==> src/hw/rtl/lcg_modexp_random_id_generator_defines.svh <==
// Assertion macros shared by the RTL files.
`ifndef LCG_MODEXP_RANDOM_ID_GENERATOR_DEFINES_SVH
`define LCG_MODEXP_RANDOM_ID_GENERATOR_DEFINES_SVH
`ifndef SYNTHESIS
`define LCGME_ASSERT(lbl, clk, rstn, prop, msg) \
    lbl: assert property (@(posedge clk) disable iff (!rstn) prop) else $error(msg);
`define LCGME_ASSERT_IMPL(lbl, clk, rstn, ante, cons, msg) \
    lbl: assert property (@(posedge clk) disable iff (!rstn) (ante) |-> (cons)) else $error(msg);
`else
`define LCGME_ASSERT(lbl, clk, rstn, prop, msg)
`define LCGME_ASSERT_IMPL(lbl, clk, rstn, ante, cons, msg)
`endif
`endif

==> src/hw/rtl/lcgme_pkg.sv <==
`timescale 1ns / 1ps
package lcgme_pkg;

    localparam int unsigned MM_PROD_W = 64;
    localparam int unsigned MM_CNT_W  = $clog2(MM_PROD_W);

    localparam logic [30:0] RST_PRIME_MOD  = 31'd2147483629;
    localparam logic [30:0] RST_LCG_MOD    = 31'd1836660096;
    localparam logic [30:0] RST_CYCLE_LIM  = 31'd1000000000;
    localparam logic [30:0] RST_BASE_GEN   = 31'd2;
    localparam logic [30:0] RST_LCG_BASE   = 31'd7;
    localparam logic [15:0] RST_RESEED_SEC = 16'd180;
    localparam logic [30:0] RST_LARGE_FAC  = 31'd59652323;
    localparam logic [31:0] RST_OUT_MASK   = 32'hffff_ffff;

    localparam logic [5:0]  INC_TRIES      = 6'd4;
    localparam logic [5:0]  COPRIME_STEPS  = 6'd32;

    typedef enum logic [3:0] {
        CFG_PRIME_MOD  = 4'd0,
        CFG_LCG_MOD    = 4'd1,
        CFG_CYCLE_LIM  = 4'd2,
        CFG_BASE_GEN   = 4'd3,
        CFG_LCG_BASE   = 4'd4,
        CFG_RESEED_SEC = 4'd5,
        CFG_LARGE_FAC  = 4'd6,
        CFG_OUT_MASK   = 4'd7
    } cfg_idx_e;

    typedef enum logic [4:0] {
        ST_IDLE,
        ST_CHECK1,
        ST_CHECK2,
        ST_RS_SEED,
        ST_RS_SEED_R,
        ST_RS_INC,
        ST_RS_MULT_R,
        ST_RS_J_R,
        ST_RS_TST,
        ST_RS_TL_R,
        ST_RS_JINC,
        ST_RS_JINC_R,
        ST_RS_GEN,
        ST_RS_GEN_R,
        ST_STEP,
        ST_STEP_R,
        ST_PW_LOOP,
        ST_PW_ACC_R,
        ST_PW_SQ,
        ST_PW_SQ_R,
        ST_WAIT,
        ST_FIN
    } state_t;

    // (a * b + c) mod m, optionally on the low 32 bits of the sum
    typedef struct packed {
        logic        start;
        logic        trunc32;
        logic [31:0] a;
        logic [30:0] b;
        logic [31:0] c;
        logic [30:0] m;
    } mm_req_t;

    typedef struct packed {
        logic        busy;
        logic        done;
        logic [30:0] r;
    } mm_rsp_t;

endpackage

==> src/hw/rtl/lcgme_mulmod.sv <==
`timescale 1ns / 1ps
`include "lcg_modexp_random_id_generator_defines.svh"
module lcgme_mulmod (
    input  logic               aclk,
    input  logic               aresetn,
    input  lcgme_pkg::mm_req_t req,
    output lcgme_pkg::mm_rsp_t rsp
);
    logic                            busy_reg;
    logic                            done_reg;
    logic [lcgme_pkg::MM_CNT_W-1:0]  cnt_reg;
    logic [lcgme_pkg::MM_PROD_W-1:0] prod_reg;
    logic [30:0]                     rem_reg;
    logic [30:0]                     mod_reg;

    logic [lcgme_pkg::MM_PROD_W-1:0] sum;
    logic [lcgme_pkg::MM_PROD_W-1:0] prod_in;
    logic [31:0]                     trial;
    logic                            ge;
    logic [30:0]                     rem_next;

    always_comb begin
        sum     = lcgme_pkg::MM_PROD_W'(req.a) * lcgme_pkg::MM_PROD_W'(req.b)
                + lcgme_pkg::MM_PROD_W'(req.c);
        prod_in = req.trunc32 ? lcgme_pkg::MM_PROD_W'(sum[31:0]) : sum;
        trial   = {rem_reg, prod_reg[lcgme_pkg::MM_PROD_W-1]};
        ge      = trial >= {1'b0, mod_reg};
        rem_next = ge ? 31'(trial - {1'b0, mod_reg}) : trial[30:0];
    end

    always_ff @(posedge aclk) begin
        if (!aresetn) begin
            busy_reg <= 1'b0;
            done_reg <= 1'b0;
            cnt_reg  <= '0;
        end else begin
            done_reg <= 1'b0;
            if (req.start) begin
                busy_reg <= 1'b1;
                cnt_reg  <= '0;
                prod_reg <= prod_in;
                rem_reg  <= '0;
                mod_reg  <= req.m;
            end else if (busy_reg) begin
                prod_reg <= prod_reg << 1;
                rem_reg  <= rem_next;
                cnt_reg  <= cnt_reg + 1'b1;
                if (cnt_reg == lcgme_pkg::MM_CNT_W'(lcgme_pkg::MM_PROD_W - 1)) begin
                    busy_reg <= 1'b0;
                    done_reg <= 1'b1;
                end
            end
        end
    end

    // zero modulus reduces to zero
    assign rsp.busy = busy_reg;
    assign rsp.done = done_reg;
    assign rsp.r    = (mod_reg == '0) ? '0 : rem_reg;

    `LCGME_ASSERT_IMPL(a_rem_below_mod, aclk, aresetn, done_reg && mod_reg != '0, rsp.r < mod_reg, "remainder not below modulus")
    `LCGME_ASSERT_IMPL(a_done_after_busy, aclk, aresetn, done_reg, $past(busy_reg), "done without a pass")
    `LCGME_ASSERT_IMPL(a_done_single, aclk, aresetn, done_reg, !busy_reg || $past(req.start), "done while still running")
endmodule

==> src/hw/rtl/lcg_modexp_random_id_generator.sv <==
`timescale 1ns / 1ps
`include "lcg_modexp_random_id_generator_defines.svh"
// Non-repeating random id generator. One request is taken at a time: s_tready is low from the
// transfer until the id has been loaded into the output register. All modular products and
// reductions by the configured moduli go through one multiply-and-reduce unit, which loads the
// product and then reduces it bit-serially over its 64 bits before handing the result back. A
// request without reseed costs skip_random+1 LCG steps plus one modular power of up to 30
// squarings and 31 multiplies. A reseed adds two further powers, up to 66 reductions for the
// start value, j and the coprime search, and up to five checks on the increment, which are done
// outside the unit.
module lcg_modexp_random_id_generator (
    input  logic         aclk,
    input  logic         aresetn,
    input  logic         s_tvalid,
    output logic         s_tready,
    // now_seconds[31:0], skip_random[33:32], rand_start[65:34], rand_seed[97:66],
    // rand_seed2[129:98], rand_inc[161:130], rand_mult_exp[193:162], rand_gen_exp[225:194]
    input  logic [231:0] s_tdata,
    output logic         m_tvalid,
    input  logic         m_tready,
    // random_id[31:0], reseeded[32]
    output logic [39:0]  m_tdata,
    input  logic         cfg_valid,
    output logic         cfg_ready,
    input  logic [3:0]   cfg_index,
    input  logic [31:0]  cfg_data
);
    // configuration
    logic [30:0] prime_mod_reg, lcg_mod_reg, cycle_lim_reg, base_gen_reg;
    logic [30:0] lcg_base_reg, large_fac_reg;
    logic [15:0] reseed_sec_reg;
    logic [31:0] out_mask_reg;

    // request
    logic [31:0] now_reg, rstart_reg, rseed_reg, rseed2_reg, rinc_reg, rmexp_reg, rgexp_reg;
    logic [1:0]  skip_reg;

    // generator state
    logic [30:0] lcg_value_reg, lcg_value_next;
    logic [30:0] xor_seed_reg, xor_seed_next;
    logic [30:0] exp_seed_reg, exp_seed_next;
    logic [31:0] lcg_mult_reg, lcg_mult_next;
    logic [31:0] lcg_inc_reg, lcg_inc_next;
    logic [30:0] cur_gen_reg, cur_gen_next;
    logic [31:0] count_reg, count_next;
    logic        top_reg, top_next;
    logic [32:0] deadline_reg, deadline_next;

    // sequencer
    lcgme_pkg::state_t state_reg, state_next;
    lcgme_pkg::state_t ret_reg, ret_next;
    lcgme_pkg::state_t pw_ret_reg, pw_ret_next;
    logic        phase_reg, phase_next;
    logic        did_reg, did_next;
    logic [5:0]  k_reg, k_next;
    logic [1:0]  step_reg, step_next;
    logic [30:0] j_reg, j_next;
    logic [30:0] acc_reg, acc_next;
    logic [30:0] sq_reg, sq_next;
    logic [31:0] e_reg, e_next;
    logic [30:0] pm_reg, pm_next;

    // output register
    logic        m_valid_reg, m_valid_next;
    logic [31:0] id_reg, id_next;
    logic        rsd_reg, rsd_next;

    lcgme_pkg::mm_req_t mm_req;
    lcgme_pkg::mm_rsp_t mm_rsp;

    logic        s_xfer;
    logic [31:0] ahead;

    // remainder by three from the base-4 digit sum
    function automatic logic [1:0] mod3(input logic [31:0] v);
        logic [5:0] s;
        logic [3:0] t;
        logic [2:0] u;
        s = '0;
        for (int i = 0; i < 16; i++) begin
            s = s + 6'(v[2*i +: 2]);
        end
        t = 4'(s[1:0]) + 4'(s[3:2]) + 4'(s[5:4]);
        u = 3'(t[1:0]) + 3'(t[3:2]);
        return (u >= 3'd3) ? 2'(u - 3'd3) : u[1:0];
    endfunction

    lcgme_mulmod u_mulmod (
        .aclk    (aclk),
        .aresetn (aresetn),
        .req     (mm_req),
        .rsp     (mm_rsp)
    );

    assign s_tready  = (state_reg == lcgme_pkg::ST_IDLE);
    assign s_xfer    = s_tvalid && s_tready;
    assign cfg_ready = 1'b1;
    assign m_tvalid  = m_valid_reg;
    assign m_tdata   = {7'd0, rsd_reg, id_reg};
    assign ahead     = count_reg + 32'(skip_reg);

    always_ff @(posedge aclk) begin
        if (!aresetn) begin
            prime_mod_reg  <= lcgme_pkg::RST_PRIME_MOD;
            lcg_mod_reg    <= lcgme_pkg::RST_LCG_MOD;
            cycle_lim_reg  <= lcgme_pkg::RST_CYCLE_LIM;
            base_gen_reg   <= lcgme_pkg::RST_BASE_GEN;
            lcg_base_reg   <= lcgme_pkg::RST_LCG_BASE;
            reseed_sec_reg <= lcgme_pkg::RST_RESEED_SEC;
            large_fac_reg  <= lcgme_pkg::RST_LARGE_FAC;
            out_mask_reg   <= lcgme_pkg::RST_OUT_MASK;
        end else if (cfg_valid && cfg_ready) begin
            unique case (cfg_index)
                lcgme_pkg::CFG_PRIME_MOD:  prime_mod_reg  <= cfg_data[30:0];
                lcgme_pkg::CFG_LCG_MOD:    lcg_mod_reg    <= cfg_data[30:0];
                lcgme_pkg::CFG_CYCLE_LIM:  cycle_lim_reg  <= cfg_data[30:0];
                lcgme_pkg::CFG_BASE_GEN:   base_gen_reg   <= cfg_data[30:0];
                lcgme_pkg::CFG_LCG_BASE:   lcg_base_reg   <= cfg_data[30:0];
                lcgme_pkg::CFG_RESEED_SEC: reseed_sec_reg <= cfg_data[15:0];
                lcgme_pkg::CFG_LARGE_FAC:  large_fac_reg  <= cfg_data[30:0];
                lcgme_pkg::CFG_OUT_MASK:   out_mask_reg   <= cfg_data;
                default: ;
            endcase
        end
    end

    always_ff @(posedge aclk) begin
        if (s_xfer) begin
            now_reg    <= s_tdata[31:0];
            skip_reg   <= s_tdata[33:32];
            rstart_reg <= s_tdata[65:34];
            rseed_reg  <= s_tdata[97:66];
            rseed2_reg <= s_tdata[129:98];
            rinc_reg   <= s_tdata[161:130];
            rmexp_reg  <= s_tdata[193:162];
            rgexp_reg  <= s_tdata[225:194];
        end
        ret_reg    <= ret_next;
        pw_ret_reg <= pw_ret_next;
        phase_reg  <= phase_next;
        did_reg    <= did_next;
        k_reg      <= k_next;
        step_reg   <= step_next;
        j_reg      <= j_next;
        acc_reg    <= acc_next;
        sq_reg     <= sq_next;
        e_reg      <= e_next;
        pm_reg     <= pm_next;
        id_reg     <= id_next;
        rsd_reg    <= rsd_next;
    end

    always_ff @(posedge aclk) begin
        if (!aresetn) begin
            state_reg     <= lcgme_pkg::ST_IDLE;
            m_valid_reg   <= 1'b0;
            lcg_value_reg <= '0;
            xor_seed_reg  <= '0;
            exp_seed_reg  <= '0;
            lcg_mult_reg  <= '0;
            lcg_inc_reg   <= '0;
            cur_gen_reg   <= '0;
            count_reg     <= '0;
            top_reg       <= 1'b0;
            deadline_reg  <= '0;
        end else begin
            state_reg     <= state_next;
            m_valid_reg   <= m_valid_next;
            lcg_value_reg <= lcg_value_next;
            xor_seed_reg  <= xor_seed_next;
            exp_seed_reg  <= exp_seed_next;
            lcg_mult_reg  <= lcg_mult_next;
            lcg_inc_reg   <= lcg_inc_next;
            cur_gen_reg   <= cur_gen_next;
            count_reg     <= count_next;
            top_reg       <= top_next;
            deadline_reg  <= deadline_next;
        end
    end

    always_comb begin
        state_next     = state_reg;
        ret_next       = ret_reg;
        pw_ret_next    = pw_ret_reg;
        phase_next     = phase_reg;
        did_next       = did_reg;
        k_next         = k_reg;
        step_next      = step_reg;
        j_next         = j_reg;
        acc_next       = acc_reg;
        sq_next        = sq_reg;
        e_next         = e_reg;
        pm_next        = pm_reg;
        m_valid_next   = m_valid_reg && !m_tready;
        id_next        = id_reg;
        rsd_next       = rsd_reg;
        lcg_value_next = lcg_value_reg;
        xor_seed_next  = xor_seed_reg;
        exp_seed_next  = exp_seed_reg;
        lcg_mult_next  = lcg_mult_reg;
        lcg_inc_next   = lcg_inc_reg;
        cur_gen_next   = cur_gen_reg;
        count_next     = count_reg;
        top_next       = top_reg;
        deadline_next  = deadline_reg;
        mm_req         = '0;

        unique case (state_reg)
            lcgme_pkg::ST_IDLE: begin
                if (s_xfer) begin
                    did_next   = 1'b0;
                    state_next = lcgme_pkg::ST_CHECK1;
                end
            end
            lcgme_pkg::ST_CHECK1: begin
                phase_next = 1'b0;
                if (count_reg >= {1'b0, cycle_lim_reg} || {1'b0, now_reg} > deadline_reg) begin
                    state_next = lcgme_pkg::ST_RS_SEED;
                end else begin
                    state_next = lcgme_pkg::ST_CHECK2;
                end
            end
            lcgme_pkg::ST_CHECK2: begin
                phase_next = 1'b1;
                step_next  = '0;
                if (ahead >= {1'b0, cycle_lim_reg}) begin
                    state_next = lcgme_pkg::ST_RS_SEED;
                end else begin
                    state_next = lcgme_pkg::ST_STEP;
                end
            end
            lcgme_pkg::ST_RS_SEED: begin
                xor_seed_next = rseed_reg[30:0];
                exp_seed_next = rseed2_reg[30:0];
                lcg_inc_next  = rinc_reg | 32'd1;
                k_next        = '0;
                mm_req.start  = 1'b1;
                mm_req.a      = rstart_reg;
                mm_req.b      = 31'd1;
                mm_req.m      = lcg_mod_reg;
                ret_next      = lcgme_pkg::ST_RS_SEED_R;
                state_next    = lcgme_pkg::ST_WAIT;
            end
            lcgme_pkg::ST_RS_SEED_R: begin
                lcg_value_next = mm_rsp.r;
                state_next     = lcgme_pkg::ST_RS_INC;
            end
            lcgme_pkg::ST_RS_INC: begin
                if (mod3(lcg_inc_reg) == 2'd0 && k_reg < lcgme_pkg::INC_TRIES) begin
                    lcg_inc_next = lcg_inc_reg + 32'd2;
                    k_next       = k_reg + 6'd1;
                end else begin
                    acc_next    = 31'd1;
                    sq_next     = lcg_base_reg;
                    e_next      = {rmexp_reg[31:1], 1'b0};
                    pm_next     = lcg_mod_reg;
                    pw_ret_next = lcgme_pkg::ST_RS_MULT_R;
                    state_next  = lcgme_pkg::ST_PW_LOOP;
                end
            end
            lcgme_pkg::ST_RS_MULT_R: begin
                lcg_mult_next = {1'b0, acc_reg};
                mm_req.start  = 1'b1;
                mm_req.a      = rgexp_reg;
                mm_req.b      = 31'd1;
                mm_req.m      = prime_mod_reg;
                ret_next      = lcgme_pkg::ST_RS_J_R;
                state_next    = lcgme_pkg::ST_WAIT;
            end
            lcgme_pkg::ST_RS_J_R: begin
                j_next     = mm_rsp.r;
                k_next     = '0;
                state_next = lcgme_pkg::ST_RS_TST;
            end
            lcgme_pkg::ST_RS_TST: begin
                if (k_reg == lcgme_pkg::COPRIME_STEPS) begin
                    state_next = lcgme_pkg::ST_RS_GEN;
                end else if (!j_reg[0] || mod3({1'b0, j_reg}) == 2'd0) begin
                    state_next = lcgme_pkg::ST_RS_JINC;
                end else if (large_fac_reg != '0) begin
                    mm_req.start = 1'b1;
                    mm_req.a     = {1'b0, j_reg};
                    mm_req.b     = 31'd1;
                    mm_req.m     = large_fac_reg;
                    ret_next     = lcgme_pkg::ST_RS_TL_R;
                    state_next   = lcgme_pkg::ST_WAIT;
                end else begin
                    state_next = lcgme_pkg::ST_RS_GEN;
                end
            end
            lcgme_pkg::ST_RS_TL_R: begin
                state_next = (mm_rsp.r == '0) ? lcgme_pkg::ST_RS_JINC : lcgme_pkg::ST_RS_GEN;
            end
            lcgme_pkg::ST_RS_JINC: begin
                mm_req.start = 1'b1;
                mm_req.a     = {1'b0, j_reg};
                mm_req.b     = 31'd1;
                mm_req.c     = 32'd1;
                mm_req.m     = prime_mod_reg;
                ret_next     = lcgme_pkg::ST_RS_JINC_R;
                state_next   = lcgme_pkg::ST_WAIT;
            end
            lcgme_pkg::ST_RS_JINC_R: begin
                j_next     = mm_rsp.r;
                k_next     = k_reg + 6'd1;
                state_next = lcgme_pkg::ST_RS_TST;
            end
            lcgme_pkg::ST_RS_GEN: begin
                acc_next    = 31'd1;
                sq_next     = base_gen_reg;
                e_next      = {1'b0, j_reg};
                pm_next     = prime_mod_reg;
                pw_ret_next = lcgme_pkg::ST_RS_GEN_R;
                state_next  = lcgme_pkg::ST_PW_LOOP;
            end
            lcgme_pkg::ST_RS_GEN_R: begin
                cur_gen_next  = acc_reg;
                count_next    = '0;
                deadline_next = {1'b0, now_reg} + 33'(reseed_sec_reg);
                top_next      = !top_reg;
                did_next      = 1'b1;
                state_next    = phase_reg ? lcgme_pkg::ST_STEP : lcgme_pkg::ST_CHECK2;
            end
            lcgme_pkg::ST_STEP: begin
                mm_req.start   = 1'b1;
                mm_req.trunc32 = 1'b1;
                mm_req.a       = lcg_mult_reg;
                mm_req.b       = lcg_value_reg;
                mm_req.c       = lcg_inc_reg;
                mm_req.m       = lcg_mod_reg;
                ret_next       = lcgme_pkg::ST_STEP_R;
                state_next     = lcgme_pkg::ST_WAIT;
            end
            lcgme_pkg::ST_STEP_R: begin
                lcg_value_next = mm_rsp.r;
                if (step_reg == skip_reg) begin
                    count_next  = count_reg + 32'(skip_reg) + 32'd1;
                    acc_next    = 31'd1;
                    sq_next     = cur_gen_reg;
                    e_next      = {1'b0, exp_seed_reg ^ mm_rsp.r};
                    pm_next     = prime_mod_reg;
                    pw_ret_next = lcgme_pkg::ST_FIN;
                    state_next  = lcgme_pkg::ST_PW_LOOP;
                end else begin
                    step_next  = step_reg + 2'd1;
                    state_next = lcgme_pkg::ST_STEP;
                end
            end
            lcgme_pkg::ST_PW_LOOP: begin
                if (e_reg == '0) begin
                    state_next = pw_ret_reg;
                end else if (e_reg[0]) begin
                    mm_req.start = 1'b1;
                    mm_req.a     = {1'b0, acc_reg};
                    mm_req.b     = sq_reg;
                    mm_req.m     = pm_reg;
                    ret_next     = lcgme_pkg::ST_PW_ACC_R;
                    state_next   = lcgme_pkg::ST_WAIT;
                end else begin
                    state_next = lcgme_pkg::ST_PW_SQ;
                end
            end
            lcgme_pkg::ST_PW_ACC_R: begin
                acc_next   = mm_rsp.r;
                state_next = lcgme_pkg::ST_PW_SQ;
            end
            lcgme_pkg::ST_PW_SQ: begin
                e_next = e_reg >> 1;
                if (e_reg[31:1] == '0) begin
                    state_next = pw_ret_reg;
                end else begin
                    mm_req.start = 1'b1;
                    mm_req.a     = {1'b0, sq_reg};
                    mm_req.b     = sq_reg;
                    mm_req.m     = pm_reg;
                    ret_next     = lcgme_pkg::ST_PW_SQ_R;
                    state_next   = lcgme_pkg::ST_WAIT;
                end
            end
            lcgme_pkg::ST_PW_SQ_R: begin
                sq_next    = mm_rsp.r;
                state_next = lcgme_pkg::ST_PW_LOOP;
            end
            lcgme_pkg::ST_WAIT: begin
                if (mm_rsp.done) begin
                    state_next = ret_reg;
                end
            end
            lcgme_pkg::ST_FIN: begin
                if (!m_valid_reg || m_tready) begin
                    m_valid_next = 1'b1;
                    id_next      = ({1'b0, xor_seed_reg ^ acc_reg} | {top_reg, 31'd0})
                                 & out_mask_reg;
                    rsd_next     = did_reg;
                    state_next   = lcgme_pkg::ST_IDLE;
                end
            end
            default: state_next = lcgme_pkg::ST_IDLE;
        endcase
    end

    `LCGME_ASSERT(a_busy_after_take, aclk, aresetn, s_xfer |=> !s_tready, "ready right after a transfer")
    `LCGME_ASSERT_IMPL(a_start_when_idle, aclk, aresetn, mm_req.start, !mm_rsp.busy, "unit restarted while busy")
    `LCGME_ASSERT_IMPL(a_load_from_fin, aclk, aresetn, $rose(m_valid_reg), $past(state_reg == lcgme_pkg::ST_FIN), "result loaded outside final step")
endmodule

==> config.mk <==
export PLATFORM = sky130hd
export DESIGN_NAME = lcg_modexp_random_id_generator
export DESIGN_NICKNAME = d
export VERILOG_FILES = /design/src/hw/rtl/lcgme_pkg.sv /design/src/hw/rtl/lcgme_mulmod.sv /design/src/hw/rtl/lcg_modexp_random_id_generator.sv
export VERILOG_INCLUDE_DIRS = /design/src /design/src/hw/rtl
export SDC_FILE = /design/constraint.sdc
export NUM_CORES = 2
export LEC_CHECK = 0
export BUFFER_PORTS_ARGS = -buffer_cell sky130_fd_sc_hd__buf_2
export CAP_MARGIN = 20
export CORE_AREA = 2 2 365 367
export CTS_CLUSTER_SIZE = 40
export DETAILED_ROUTE_END_ITERATION = 16
export DIE_AREA = 0 0 367 369
export PLACE_DENSITY = 0.84
export SLEW_MARGIN = 30
export SYNTH_ARGS = -nofsm -noshare
export SYNTH_HDL_FRONTEND = slang
export SYNTH_SLANG_ARGS = --single-unit
==> constraint.sdc <==
create_clock -name aclk -period 19.7 [get_ports aclk]
set_clock_uncertainty 0.05 [all_clocks]
set_input_delay 0.985 -clock aclk [delete_from_list [all_inputs] [get_ports aclk]]
set_output_delay 0.985 -clock aclk [all_outputs]
set_load 0.03 [all_outputs]
# == Yosys cells after proc, flatten, opt, wreduce, memory -nomap -nowiden ==
# Index checks and enable logic that the tools add are counted.
# classes
n_addsub,47
multipliers,1
order_cmp,7
eq_ne,44
mux,86
bitwise_logic,6
n_reduce_logical,62
# ops
op,n
2-to-1 mux 31 bit,15
case mux 63 bit (7 select lines),1
2-to-1 mux 62 bit,6
case mux 31 bit (4 select lines),2
2-to-1 mux 64 bit,3
case mux 32 bit (2 select lines),3
case mux 31 bit (5 select lines),1
2-to-1 mux 32 bit,4
case mux 32 bit (4 select lines),1
adder 6 x 2 -> 6 bit,21
greater-or-equal comparator 32 x 31 -> 1 bit,3
logical NOT 31 bit,3
case mux 31 bit (3 select lines),1
2-to-1 mux 5 bit,18
case mux 5 bit (17 select lines),1
adder 63 x 32 -> 64 bit,1
multiplier 32 x 31 -> 63 bit,1
XOR 31 bit,2
== test 5 x 4 -> 1 bit (second input constant),8
case mux 5 bit (7 select lines),1
adder 32 x 16 -> 33 bit,1
greater-than comparator 32 x 33 -> 1 bit,1
adder 32 x 1 -> 32 bit (second input constant),1
adder 32 x 2 -> 32 bit,1
other kinds (55),153
# word_totals
register_bits,1060
in_bits,273
elab_cells,299

# == Logic depth before layout (Yosys ltp) ==
# logic_depth
depth_word,29
mapped_depth,60

# == Modules after synthesis ==
# Synthesis repeated with hierarchy kept, for this count alone.
# hier_totals
hier_cells,8763
area_unflattened_um2,83746.6
# modules_own_cells
module,n_inst,cells_per_inst,area_per_inst_um2,seq_area_each_um2
lcg_modexp_random_id_generator,1,4534,43307.8,22781.8
lcgme_mulmod,1,4229,40438.8,3943.8

# == Worst setup path after synthesis ==
# Ideal clock, no wire load.
# synth_path
path_type,reg-to-reg
start,register j_reg[16]
end,register u_mulmod.busy_reg
arrival_ns,14.690
slack_ns,4.872
path_stages_with_launch,33
path_cell_list,edfxtp_1 fa_1 inv_1 fa_1 inv_1 fa_1 fa_1 inv_1 fa_1 inv_1 ha_1 inv_1 fa_1 inv_1 a21o_1 a21oi_1 xor2_1 fa_1 inv_1 ha_1 ha_1 ha_1 fa_1 ha_1 nor3_1 o31ai_1 a21oi_1 o21ai_1 nor3_2 nor4_4 buf_2 a21boi_0 o31a_1
# synth_via
elab_chain_cells,19
elab_cells_between_ends,20
# synth_rtl
element,line,text
start: declaration,lcg_modexp_random_id_generator.sv:57,"logic [30:0] j_reg, j_next;"
start signal: assignment,lcg_modexp_random_id_generator.sv:144,j_reg <= j_next;
adder 6 x 2 -> 6 bit * (7 in series),lcg_modexp_random_id_generator.sv:81,s = s + 6'(v[2*i +: 2]);
adder 6 x 1 -> 6 bit *,lcg_modexp_random_id_generator.sv:81,
adder 2 x 2 -> 3 bit,lcg_modexp_random_id_generator.sv:83,t = 4'(s[1:0]) + 4'(s[3:2]) + 4'(s[5:4]);
adder 3 x 2 -> 4 bit *,lcg_modexp_random_id_generator.sv:83,
adder 2 x 2 -> 3 bit *,lcg_modexp_random_id_generator.sv:84,u = 3'(t[1:0]) + 3'(t[3:2]);
greater-or-equal comparator 3 x 2 -> 1 bit / subtractor 2 bit (equally long branches),lcg_modexp_random_id_generator.sv:85,return (u >= 3'd3) ? 2'(u - 3'd3) : u[1:0];
2-to-1 mux 2 bit *,lcg_modexp_random_id_generator.sv:85,
logical NOT 2 bit *,lcg_modexp_random_id_generator.sv:278,"end else if (!j_reg[0] || mod3({1'b0, j_reg}) == 2'd0) begin"
logical OR 1 bit *,lcg_modexp_random_id_generator.sv:278,
2-to-1 mux 1 bit *,lcg_modexp_random_id_generator.sv:278,
2-to-1 mux 1 bit *,lcg_modexp_random_id_generator.sv:276,if (k_reg == lcgme_pkg::COPRIME_STEPS) begin
case mux 1 bit (4 select lines) *,lcg_modexp_random_id_generator.sv:208,unique case (state_reg)
2-to-1 mux 1 bit *,lcgme_mulmod.sv:38,if (req.start) begin
end signal: assignment,lcgme_mulmod.sv:33,busy_reg <= 1'b0;
end signal: assignment,lcgme_mulmod.sv:39,busy_reg <= 1'b1;
end signal: assignment,lcgme_mulmod.sv:49,busy_reg <= 1'b0;
end: declaration,lcgme_mulmod.sv:9,logic busy_reg;
# Mark *: on every way between the ends. The rest lies on a longest branch, timed or not.
# A chain may end at the register's enable or synchronous reset.

# == Worst setup path after layout ==
# layout_path
start,register j_reg[22]
end,"register u_mulmod.prod_reg[61] (netlist bit), data pin"
# layout_via
elab_chain_cells,19
elab_cells_between_ends,24
# layout_rtl
element,line,text
adder 6 x 2 -> 6 bit (4 in series),lcg_modexp_random_id_generator.sv:81,
adder 6 x 1 -> 6 bit,lcg_modexp_random_id_generator.sv:81,
adder 2 x 2 -> 3 bit,lcg_modexp_random_id_generator.sv:83,
adder 3 x 2 -> 4 bit,lcg_modexp_random_id_generator.sv:83,
adder 2 x 2 -> 3 bit,lcg_modexp_random_id_generator.sv:84,
greater-or-equal comparator 3 x 2 -> 1 bit / subtractor 2 bit (equally long branches),lcg_modexp_random_id_generator.sv:85,
2-to-1 mux 2 bit,lcg_modexp_random_id_generator.sv:85,
logical NOT 2 bit,lcg_modexp_random_id_generator.sv:278,
logical OR 1 bit,lcg_modexp_random_id_generator.sv:278,
2-to-1 mux 62 bit,lcg_modexp_random_id_generator.sv:278,
2-to-1 mux 62 bit,lcg_modexp_random_id_generator.sv:276,
case mux 63 bit (7 select lines),lcg_modexp_random_id_generator.sv:208,
multiplier 32 x 31 -> 63 bit,lcgme_mulmod.sv:23,sum = lcgme_pkg::MM_PROD_W'(req.a) * lcgme_pkg::MM_PROD_W'(req.b)
adder 63 x 32 -> 64 bit,lcgme_mulmod.sv:24,+ lcgme_pkg::MM_PROD_W'(req.c);
2-to-1 mux 64 bit,lcgme_mulmod.sv:25,prod_in = req.trunc32 ? lcgme_pkg::MM_PROD_W'(sum[31:0]) : sum;
2-to-1 mux 64 bit *,lcgme_mulmod.sv:38,
end signal: assignment,lcgme_mulmod.sv:41,prod_reg <= prod_in;
end signal: assignment,lcgme_mulmod.sv:45,prod_reg <= prod_reg << 1;
end: declaration,lcgme_mulmod.sv:12,logic [lcgme_pkg::MM_PROD_W-1:0] prod_reg;
# Marked as above.

==> flow_summary.yaml <==
synth:
  synthAdderAreaFrac: 0.2944
  synth_area_per_cell_um2: 9.432
  synth_compound_area_frac: 0.1200
  syn_inst: 8890
  synthFlopType: "edfxtp_1"
  ys_seq_elements: 1057
  yosysUniqueCellTypes: 101
  synth_top_family_by_area: "adder cells"
  yosys_warnings: 0
  synthMuxAreaShare: 0.004909
  synth_area_um2: 83850
  synth_simple_gate_area_share: 0.1576
  synth_xor_area_frac: 0.02525
  synth_edf_count: 556
  ys_seq_area_frac: 0.3187
  synthArstFlopShare: 0
power:
  leakage_nw: 39.17
  vdd_drop_max_mv: 0.3010
  powerDensity_nw_per_um2: 82.65
  finalPower_w: 0.007496
routing:
  wire_per_inst_um: 24.94
  vias: 67910
  drt_iter0_drc: 8089
  finalWirelength_um: 270100
  antenna_left: 0
  routed_via_density: 6.270
  drc: 0
  drt_first_pass_iters: 10
layout:
  mostFrequentLayoutCell: "nand2_1"
  largest_register_ffs: 64
  post-route-util: 0.6916
  layoutNonFillerInstCount: 10830
  final_cell_mix: "1588 x nand2_1, 1176 x inv_1, 958 x fa_1, 739 x nor2_1, 556 x edfxtp_1"
  final_nets: 10640
  drive_gt1_frac: 0.08697
  area_growth_pct: 8.162
global_route:
  global_route.usage.met1: 0.4716
  grt_pass1_vias: 69020
  grt_pass1_wl_um: 406900
  busiest_layer: "met2"
  grt_use_met3: 0.1121
  grt_overflow_total: 0
  grtUsageTotal: 0.3985
  antenna_found_initial: 17
  grtUsageMet2: 0.6189
  grt_max_degree: 249
floorplan:
  io_pins: 316
  core_um2: 131100
  dieWidth_um: 367
  die_h_um: 369
  die-area_um2: 135400
  initial_core_util: 0.6394
  rows: 133
sta:
  fin_crit_sh: 0.8492
  worst_pin_slew_ns: 1.121
  slew_violations: 0
  setup_viol: 0
  tns_ns: 0
  slew_headroom: 0.2526
  max_freq_ghz: 0.05977
  period_minus_slack_ns: 16.73
  final_hold_viol_count: 0
  rsz0062_at_grt: "no"
clocking:
  cts-htree-levels: 3
  cts.repair.resized: 0
  clock_path_buffers: 3
  post-cts-setup-buffers: 0
  numCtsBuffers: 101
  clkSlewWorstSetupHoldPaths_ns: 0.07
  cts_tree: "built"
  cts_sinks: 1057
  cts-root-buf: "clkbuf_16"
  clock_latency_ns: 0.74
  hold_buffers: 0
critical_path:
  slowest_stage: "a221o_1"
  crit_top_cell: "fa_1"
  crit_path_end_kind: "flip-flop"
  worstPathArrival_ns: 17.13
  cp-start-kind: "flip-flop"
  r2r_end: "u_mulmod.prod_reg[61]"
  r2r-start: "j_reg[22]"
  r2r_slack_ns: 2.97
  reg2reg_depth: 54
  required_ns: 20.10
  cpPeakStageDelay_ns: 0.97
  cp_max_fo: 60
  startpoint: "j_reg[22]"
  crit_type: "reg -> reg"
  crit_path_end: "u_mulmod.prod_reg[61]"
place:
  place_congestion: 1.043
  port_buffers: 297
  dp_cells: 10620
  dp_hpwl_um: 196400
worst_hold_path:
  hp-class: "in -> reg"
  min_from: "s_tdata[119]"
run_status:
  status: "complete, no violations"
flow_run:
  max_cap_violations: 0
## routing by layer
layer  vias up  share of wire
li1      29240              -
met1     33300           0.34
met2      4260           0.45
met3      1105           0.12
met4         8          0.091
met5         -        0.00019
## logic make-up after synthesis
kind of cell,Yosys count
AOI/OAI and AO/OA,1398
xor gates and xnor gates,237
adders and majority gates,1398
buffers and inverters,1693
DFF,1057
muxes,37
other,2
and+or+nand+nor,3068
## Yosys cell counts, drive strengths merged, types with 16 or more instances
library cell,number,area (µm²)
or3,17,106.4
o211ai,24,180.2
and3,52,325.3
nor2,747,2819
nor3,64,325.3
ha,440,5505
a21boi,268,2012
nand2b,27,168.9
and2,124,775.7
mux2,33,371.6
nand2,1592,5976
xor2,113,997.2
a22o,65,569.3
o21a,20,150.1
o21ai,255,1276
nand3,249,1291
o21bai,16,123.9
dfxtp,501,10030
clkbuf,327,1229
o31ai,24,193.9
a22oi,39,307.8
nand4,60,381.6
a21oi,261,1318
fa,958,19180
buf,185,973.4
xnor2,124,1120
nor2b,32,200.2
a222oi,61,610.6
inv,1180,4429
nor4,45,345.3
a31oi,31,193.9
a221oi,33,494.2
a221o,93,930.9
a211oi,19,152.6
edfxtp,556,16700
a21o,103,773.2
## report_power, final
| part | internal [W] | total, W | switching, W |
|---|---|---|---|
| combinational | 0.000703 | 0.00238 | 0.00168 |
| sequential | 0.00278 | 0.00300 | 0.000219 |
| clock | 0.00120 | 0.00211 | 0.000912 |
## how the worst min path moves through the flow
stage               slack, ns  cells past startpoint              to
floorplan                0.35                      0         rsd_reg
global placement         0.37                      0         rsd_reg
detailed placement       0.36                      0         rsd_reg
CTS                      0.34                      1     skip_reg[1]
global route             0.35                      1  rseed2_reg[21]
finish                   0.36                      1  rseed2_reg[21]
## per-stage QoR
| stage | worst slack, ns | cell area (µm²) | hold WS [ns] |
|---|---|---|---|
| 6_report | 2.970 | 90690 | 0.3632 |
| 5_1_grt | 2.489 | 90680 | 0.3512 |
| 4_1_cts | 3.141 | 90570 | 0.3356 |
| 3_5_place_dp | 3.252 | 86940 | 0.3586 |
| 3_3_place_gp | 3.369 | 86880 | 0.3733 |
| 2_1_floorplan | 4.872 | 83990 | 0.3503 |
## critical path: cells and delay by family (launching register included)
kind	cells	cell delay, ns
xor gates and xnor gates	1	0.16
adders and majority gates	22	9.35
DFF	1	0.59
buffers and inverters	13	1.59
muxes	1	0.12
AOI/OAI and AO/OA	10	2.77
and+or+nand+nor	7	1.75
## area by class of cell
cell class	count	area (µm²)
inverters	1181	4434
multi-input cells	6177	50880
clock inverters	47	659.4
well taps	1755	2196
fillers	9798	40440
clock buffers	144	2974
repair buffers	455	2791
diodes	14	35.03
flip-flops and latches	1057	26730
Note: power is estimated with default switching activity, not from simulation.
